[config.mk]
export PLATFORM = sky130hd
export DESIGN_NAME = jpeg_frame_size_extractor_unit
export DESIGN_NICKNAME = d
export VERILOG_FILES = /design/src/rtl/jfse_pkg.sv /design/src/rtl/jpeg_frame_size_extractor_unit.sv
export SDC_FILE = /design/constraint.sdc
export NUM_CORES = 1
export LEC_CHECK = 0
export BUFFER_PORTS_ARGS = -buffer_cell sky130_fd_sc_hd__buf_2
export CAP_MARGIN = 20
export CORE_ASPECT_RATIO = 1.75
export CORE_MARGIN = 4
export CORE_UTILIZATION = 54
export DETAILED_ROUTE_END_ITERATION = 10
export PLACE_DENSITY = 0.77
export SLEW_MARGIN = 10
export SYNTH_ARGS = -nofsm -noshare
export SYNTH_HDL_FRONTEND = slang
export SYNTH_SLANG_ARGS = --single-unit
[constraint.sdc]
create_clock -name clk_i -period 3.4 [get_ports clk_i]
set_input_delay 0.51 -clock clk_i [delete_from_list [all_inputs] [get_ports clk_i]]
set_output_delay 0.51 -clock clk_i [all_outputs]
set_load 0.01 [all_outputs]
[src/rtl/jfse_pkg.sv]
// ----------------------------------------------------------------------------
// jfse_pkg
// Types and constants for the JPEG frame size extractor: parser phases,
// marker codes and field widths.
// ----------------------------------------------------------------------------
package jfse_pkg;

  localparam int unsigned ByteW   = 8;
  localparam int unsigned DimW    = 16;
  localparam int unsigned IdxW    = 3;
  localparam int unsigned InUserW = 2;
  localparam int unsigned OutDataW = 2 * DimW;

  localparam logic [ByteW-1:0] MarkPrefix = 8'hFF;
  localparam logic [ByteW-1:0] MarkSoi    = 8'hD8;
  localparam logic [ByteW-1:0] MarkEoi    = 8'hD9;
  localparam logic [ByteW-1:0] MarkSos    = 8'hDA;
  localparam logic [ByteW-1:0] MarkDht    = 8'hC4;
  localparam logic [ByteW-1:0] MarkJpg    = 8'hC8;
  localparam logic [ByteW-1:0] MarkDac    = 8'hCC;
  localparam logic [3:0]       SofNibble  = 4'hC;

  // frame header byte positions after the marker code
  localparam logic [IdxW-1:0] IdxHeightHi = 3'd3;
  localparam logic [IdxW-1:0] IdxHeightLo = 3'd4;
  localparam logic [IdxW-1:0] IdxWidthHi  = 3'd5;
  localparam logic [IdxW-1:0] IdxWidthLo  = 3'd6;

  localparam logic StatusOk  = 1'b0;
  localparam logic StatusBad = 1'b1;

  typedef enum logic [8:0] {
    PH_SOI0  = 9'b0_0000_0001,
    PH_SOI1  = 9'b0_0000_0010,
    PH_SEEK  = 9'b0_0000_0100,
    PH_MARK  = 9'b0_0000_1000,
    PH_LENHI = 9'b0_0001_0000,
    PH_LENLO = 9'b0_0010_0000,
    PH_SKIP  = 9'b0_0100_0000,
    PH_FRAME = 9'b0_1000_0000,
    PH_DONE  = 9'b1_0000_0000
  } phase_e;

  function automatic logic is_sof_marker(logic [ByteW-1:0] code);
    return (code[7:4] == SofNibble) && (code != MarkDht) &&
           (code != MarkJpg) && (code != MarkDac);
  endfunction

endpackage

[src/rtl/jpeg_frame_size_extractor_unit.sv]
// ----------------------------------------------------------------------------
// jpeg_frame_size_extractor_unit
// Byte-wide JPEG marker parser: checks SOI, walks segments, reports the
// frame height and width from the start-of-frame header, or a bad status.
// ----------------------------------------------------------------------------
// Output: a result is registered and is on m_axis in the cycle after the byte that completes it.
// Throughput: one byte per cycle; the parser phase register updates on each
// transfer, and s_axis_tready drops only while a result waits on m_axis.
// Reset: asynchronous, active low; parser waits for the first SOI byte and
// the output register is empty.
module jpeg_frame_size_extractor_unit (
  input  logic                              clk_i,
  input  logic                              rst_ni,
  input  logic                              s_axis_tvalid,
  output logic                              s_axis_tready,
  input  logic [jfse_pkg::ByteW-1:0]        s_axis_tdata,  // byte_value
  input  logic [jfse_pkg::InUserW-1:0]      s_axis_tuser,  // start_of_file, end_of_stream
  output logic                              m_axis_tvalid,
  input  logic                              m_axis_tready,
  output logic [jfse_pkg::OutDataW-1:0]     m_axis_tdata,  // width, height
  output logic                              m_axis_tuser   // status
);
  import jfse_pkg::*;

  phase_e            phase_q, phase_d, phase_cur;
  logic [DimW-1:0]   skip_q, skip_d, skip_dec;
  logic [ByteW-1:0]  len_hi_q, len_hi_d;
  logic [IdxW-1:0]   idx_q, idx_d;
  logic [DimW-1:0]   height_q, height_d;
  logic [ByteW-1:0]  width_hi_q, width_hi_d;
  logic              out_valid_q, out_valid_d;
  logic [DimW-1:0]   out_width_q, out_width_d;
  logic [DimW-1:0]   out_height_q, out_height_d;
  logic              out_status_q, out_status_d;

  logic              in_fire, emit, emit_ok;
  logic              sof, eos;
  logic [ByteW-1:0]  b;
  logic [DimW-1:0]   seg_len;

  assign s_axis_tready = !out_valid_q || m_axis_tready;
  assign in_fire       = s_axis_tvalid && s_axis_tready;
  assign b             = s_axis_tdata;
  assign sof           = s_axis_tuser[0];
  assign eos           = s_axis_tuser[1];
  assign phase_cur     = sof ? PH_SOI0 : phase_q;
  assign seg_len       = {len_hi_q, b};
  assign skip_dec      = skip_q - DimW'(skip_q != '0);

  always_comb begin
    phase_d    = phase_q;
    skip_d     = skip_q;
    len_hi_d   = len_hi_q;
    idx_d      = idx_q;
    height_d   = height_q;
    width_hi_d = width_hi_q;
    emit       = 1'b0;
    emit_ok    = 1'b0;
    if (in_fire) begin
      phase_d = phase_cur;
      if (eos) begin
        emit = (phase_cur != PH_DONE);
      end else begin
        unique case (phase_cur)
          PH_SOI0: begin
            if (b != MarkPrefix) emit = 1'b1;
            else phase_d = PH_SOI1;
          end
          PH_SOI1: begin
            if (b != MarkSoi) emit = 1'b1;
            else phase_d = PH_SEEK;
          end
          PH_SEEK: begin
            if (b == MarkPrefix) phase_d = PH_MARK;
          end
          PH_MARK: begin
            if (b == MarkPrefix) begin
              phase_d = PH_MARK;
            end else if (b == MarkEoi || b == MarkSos) begin
              emit = 1'b1;
            end else if (is_sof_marker(b)) begin
              idx_d   = '0;
              phase_d = PH_FRAME;
            end else begin
              phase_d = PH_LENHI;
            end
          end
          PH_LENHI: begin
            len_hi_d = b;
            phase_d  = PH_LENLO;
          end
          PH_LENLO: begin
            if (seg_len[DimW-1:1] == '0) begin
              emit = 1'b1;
            end else begin
              skip_d  = seg_len - DimW'(2);
              phase_d = (seg_len == DimW'(2)) ? PH_SEEK : PH_SKIP;
            end
          end
          PH_SKIP: begin
            skip_d = skip_dec;
            if (skip_dec == '0) phase_d = PH_SEEK;
          end
          PH_FRAME: begin
            idx_d = idx_q + IdxW'(1);
            unique case (idx_q)
              IdxHeightHi: height_d   = {b, {ByteW{1'b0}}};
              IdxHeightLo: height_d   = {height_q[DimW-1:ByteW], b};
              IdxWidthHi:  width_hi_d = b;
              IdxWidthLo: begin
                idx_d   = '0;
                emit    = 1'b1;
                emit_ok = 1'b1;
              end
              default: ;
            endcase
          end
          default: ;
        endcase
      end
      if (emit) phase_d = PH_DONE;
    end
  end

  always_comb begin
    out_valid_d  = out_valid_q;
    out_width_d  = out_width_q;
    out_height_d = out_height_q;
    out_status_d = out_status_q;
    if (emit) begin
      out_valid_d  = 1'b1;
      out_width_d  = emit_ok ? {width_hi_q, b} : '0;
      out_height_d = emit_ok ? height_q : '0;
      out_status_d = emit_ok ? StatusOk : StatusBad;
    end else if (m_axis_tready) begin
      out_valid_d = 1'b0;
    end
  end

  always_ff @(posedge clk_i or negedge rst_ni) begin
    if (!rst_ni) begin
      phase_q     <= PH_SOI0;
      skip_q      <= '0;
      len_hi_q    <= '0;
      idx_q       <= '0;
      height_q    <= '0;
      width_hi_q  <= '0;
      out_valid_q <= 1'b0;
    end else begin
      phase_q     <= phase_d;
      skip_q      <= skip_d;
      len_hi_q    <= len_hi_d;
      idx_q       <= idx_d;
      height_q    <= height_d;
      width_hi_q  <= width_hi_d;
      out_valid_q <= out_valid_d;
    end
  end

  always_ff @(posedge clk_i) begin
    out_width_q  <= out_width_d;
    out_height_q <= out_height_d;
    out_status_q <= out_status_d;
  end

  assign m_axis_tvalid = out_valid_q;
  assign m_axis_tdata  = {out_height_q, out_width_q};
  assign m_axis_tuser  = out_status_q;

  a_stall_only_on_held_result: assert property (@(posedge clk_i) disable iff (!rst_ni)
    !s_axis_tready |-> (m_axis_tvalid && !m_axis_tready))
    else $error("input stalled without a held result");

  a_done_after_result: assert property (@(posedge clk_i) disable iff (!rst_ni)
    emit |=> (phase_q == PH_DONE && out_valid_q))
    else $error("result not registered or parser not finished");

  a_ok_only_from_frame: assert property (@(posedge clk_i) disable iff (!rst_ni)
    emit_ok |-> (phase_cur == PH_FRAME && idx_q == IdxWidthLo && !eos))
    else $error("dimensions reported outside the frame header");

  a_skip_nonzero: assert property (@(posedge clk_i) disable iff (!rst_ni)
    (phase_q == PH_SKIP) |-> (skip_q != '0))
    else $error("skip phase with empty count");

endmodule

==> flow_metrics.py <==
metrics = {
    "clocking": {
        "cts-root-to-sink-buffers": 2,
        "tritoncts": "done",
        "post_cts.resized_instances": 0,
        "clkSlewWorstSetupHoldPaths_ns": 0.07,
        "cts-buffers-inserted": 9,
        "postCtsSetupRepairBufs": 0,
        "cts_max_level": 3,
        "clock_latency_late_sink_ns": 0.34,
        "clockRootBuffer": "clkbuf_16",
        "clock_net_sink_count": 94,
        "cts_hold_buffers": 0,
    },
    "power": {
        "power_density_nw_per_um2": 429,
        "cell_internal_pwr_mw": 1.87,
        "power_frac_clock_pct": 41.0,
        "leakage_nw": 2.63,
        "power.share.switching_pct": 24.1,
        "peakVddDrop_v": 0.000332,
        "combinationalPowerShare_pct": 8.8,
        "seq_power_share_pct": 50.2,
        "switching_power_mw": 0.595,
    },
    "yosys": {
        "postSynthCellCount": 512,
        "yosys_warning_total": 0,
        "syn-cell-area_sq_um": 5100,
        "postSynth.asyncResetShare_pct": 64.9,
        "synth-seq-cells": 94,
        "synth_cell_type_count": 61,
        "synth-main-ff-cell": "dfrtp_1",
        "syn-num-nets": 530,
        "synth_edf_count": 33,
        "syn_avg_cell_area_sq_um": 9.97,
        "synth_seq_area_share_pct": 49.3,
    },
    "floorplan": {
        "die-area_sq_um": 11100,
        "fp-row-count": 46,
        "die_w_um": 81.5,
        "die_height_um": 137,
        "core-area_sq_um": 9150,
        "start_util_pct": 55.8,
        "ios": 49,
    },
    "finish": {
        "area.growth.synth_to_final_pct": 12.5,
        "final-seq-area_sq_um": 2520,
        "layout_common_cells": "dfrtp_1, nand2_1, buf_2, o21ai_0",
        "antenna_cells": 0,
        "layout_cells_sized_above_1_pct": 20.3,
        "mostFrequentLayoutCell": "dfrtp_1",
        "num-fill-cells": 765,
        "finalInstanceArea_sq_um": 5740,
        "layout.nets": 569,
        "multi_input_comb_area_sq_um": 2370,
        "final_instance_count_without_filler_cells": 676,
    },
    "drt": {
        "drt_iter0_drc": 255,
        "remaining_antenna_violation_count_after_routing": 0,
        "routed_wire_length_per_instance_um": 17.6,
        "drt-total-wl_um": 11900,
        "remaining_drc_errors": 0,
        "drt-pass1-iter-count": 5,
        "routed-via-count": 4008,
        "post_drt_via_cell_ratio": 5.93,
    },
    "setup_path": {
        "path_class": "flop to flop",
        "cp_slowest_stage_delay_ns": 0.46,
        "timing.critical_path.to_type": "flop",
        "cp.buffers_inverters": 0,
        "crit_family": "simple AND/OR/NAND/NOR gates",
        "crit_path_max_fanout": 8,
        "critPathLaunchType": "flop",
        "critical_path.cell_chain": "nor3_1 > and3_1 > nand3_1 > ha_1 > nor2b_1 > nand2_1 > or3_1 > xnor2_1 > o31a_2 > nor2_1 > o211ai_1",
        "worst-endpoint-required_ns": 3.58,
        "cp_data_arrival_time_ns": 3.30,
        "timing.critical_path.slowest_stage_cell": "dfrtp_1",
    },
    "place": {
        "number_of_placed_cells_counting_well_taps": 660,
        "portBuffers": 48,
        "dpl.hpwl_um": 8750,
        "gp_congestion": 0.964,
        "placement.setup.worst_slack_ns": 0.314,
        "placed_area_sq_um": 5450,
    },
    "worst_hold_path": {
        "timing.hold.worst.class": "input port to asynchronous set/reset pin",
    },
    "global_route": {
        "grt_first_pass_wirelength_um": 19400,
        "grt_start_max_net_pins": 41,
        "grt-ovfl-total": 0,
        "initial_antenna_violation_count": 0,
        "grt_pass1_vias": 3919,
        "grt_util_overall_pct": 22.7,
    },
    "sta": {
        "post-route-period-util_pct": 91.6,
        "final_critical_path_setup_slack_ns": 0.285,
        "fin_tns_setup_ns": 0,
        "timing.final.hold_violations": 0,
        "grt_setup_unrepaired": "false",
        "timing.final.crit_period_ns": 3.12,
        "maxClockFrequency_mhz": 321,
        "finClkSkew_ns": 0.0113,
        "setup-violations-final": 0,
        "maxSlewViolCount": 0,
        "timing_worst_slew_pin_value_ns": 0.619,
        "max-slew-margin-rel_pct": 58.1,
    },
    "run_status": {
        "outcome": "completed",
    },
    "flow_run": {
        "maxCapViolations": 0,
    },
}
## sequential cells by signal, indices dropped and copies added (netlist names)
| signal | cells |
|---|---|
| len_hi_q | 8 |
| skip_q | 16 |
| idx_q | 3 |
| out_width_q | 16 |
| m_axis_tuser | 1 |
| out_height_q | 16 |
| height_q | 16 |
| phase_q | 9 |
| width_hi_q | 8 |
| m_axis_tvalid | 1 |
## path summary, 6_finish.rpt
kind	from	end	slack, ns	depth (start not counted)
setup reg to reg	skip_q[4]	phase_q[5]	0.28	11
hold / removal	rst_ni	phase_q[2]	0.11	1
min in group clk_i	height_q[2]	height_q[2]	0.46	2
hold reg to reg	height_q[2]	height_q[2]	0.46	2
setup / recovery	skip_q[4]	phase_q[5]	0.28	11
max in group asynchronous	rst_ni	len_hi_q[3]	2.57	2
## Yosys cell counts (10+ instances only)
master    count  area [sq um]
and3_1       32           200
o21ai_0      44           220
mux2_2       14           158
nor3_1       20           100
edfxtp_1     33           991
nand2_1      52           195
inv_1        12          45.0
xnor2_1      10          87.6
clkbuf_1     20          75.1
nor2_1       34           128
dfrtp_1      60          1500
nand3_1      21           105
a21oi_1      25           125
## power groups by stage
stage / clock network [mW] / registers [mW] / logic, mW
floorplan: 0 / 1.28 / 0.109
global placement: 0 / 1.26 / 0.215
detailed placement: 0 / 1.26 / 0.217
CTS: 1.03 / 1.24 / 0.218
global route: 1.08 / 1.24 / 0.237
finish: 1.01 / 1.24 / 0.217
## layout make-up
type,count,area share (%)
clock buffer,11,4.05
clock inverter,5,1.13
inverter,12,0.784
multi-input combinational,372,41.3
sequential,94,43.9
tap,120,2.61
timing repair buffer,62,6.23
## layer usage
metal	vias up	part of all wire, %	track usage, %	routed length [um]
met3	34	3.7	3.36	445
li1	1944	-	-	-
met1	1928	39	26.4	4610
met4	0	3.5	11.9	419
met2	102	54	39.3	6410
met5	-	0	0	0
## metrics by stage
step / total power, mW / util (%) / hold slack, ns
finish: 2.46 / 62.8 / 0.112
floorplan: 1.38 / - / 0.214
detailed placement: 1.48 / 59.5 / 0.449
CTS: 2.48 / 62.8 / 0.120
global placement: 1.47 / 59.5 / 0.441
global route: 2.56 / 62.8 / 0.144
## cells by family after synthesis
family	Yosys count	synth area share [%]
adders and majority gates	4	0.980
muxes	22	5.44
xor gates and xnor gates	16	2.75
and+or+nand+nor	219	23.7
AOI/OAI and AO/OA	111	13.5
DFF	94	49.3
buffers and inverters	46	4.31
No activity file was read; power rests on OpenSTA's default activity.
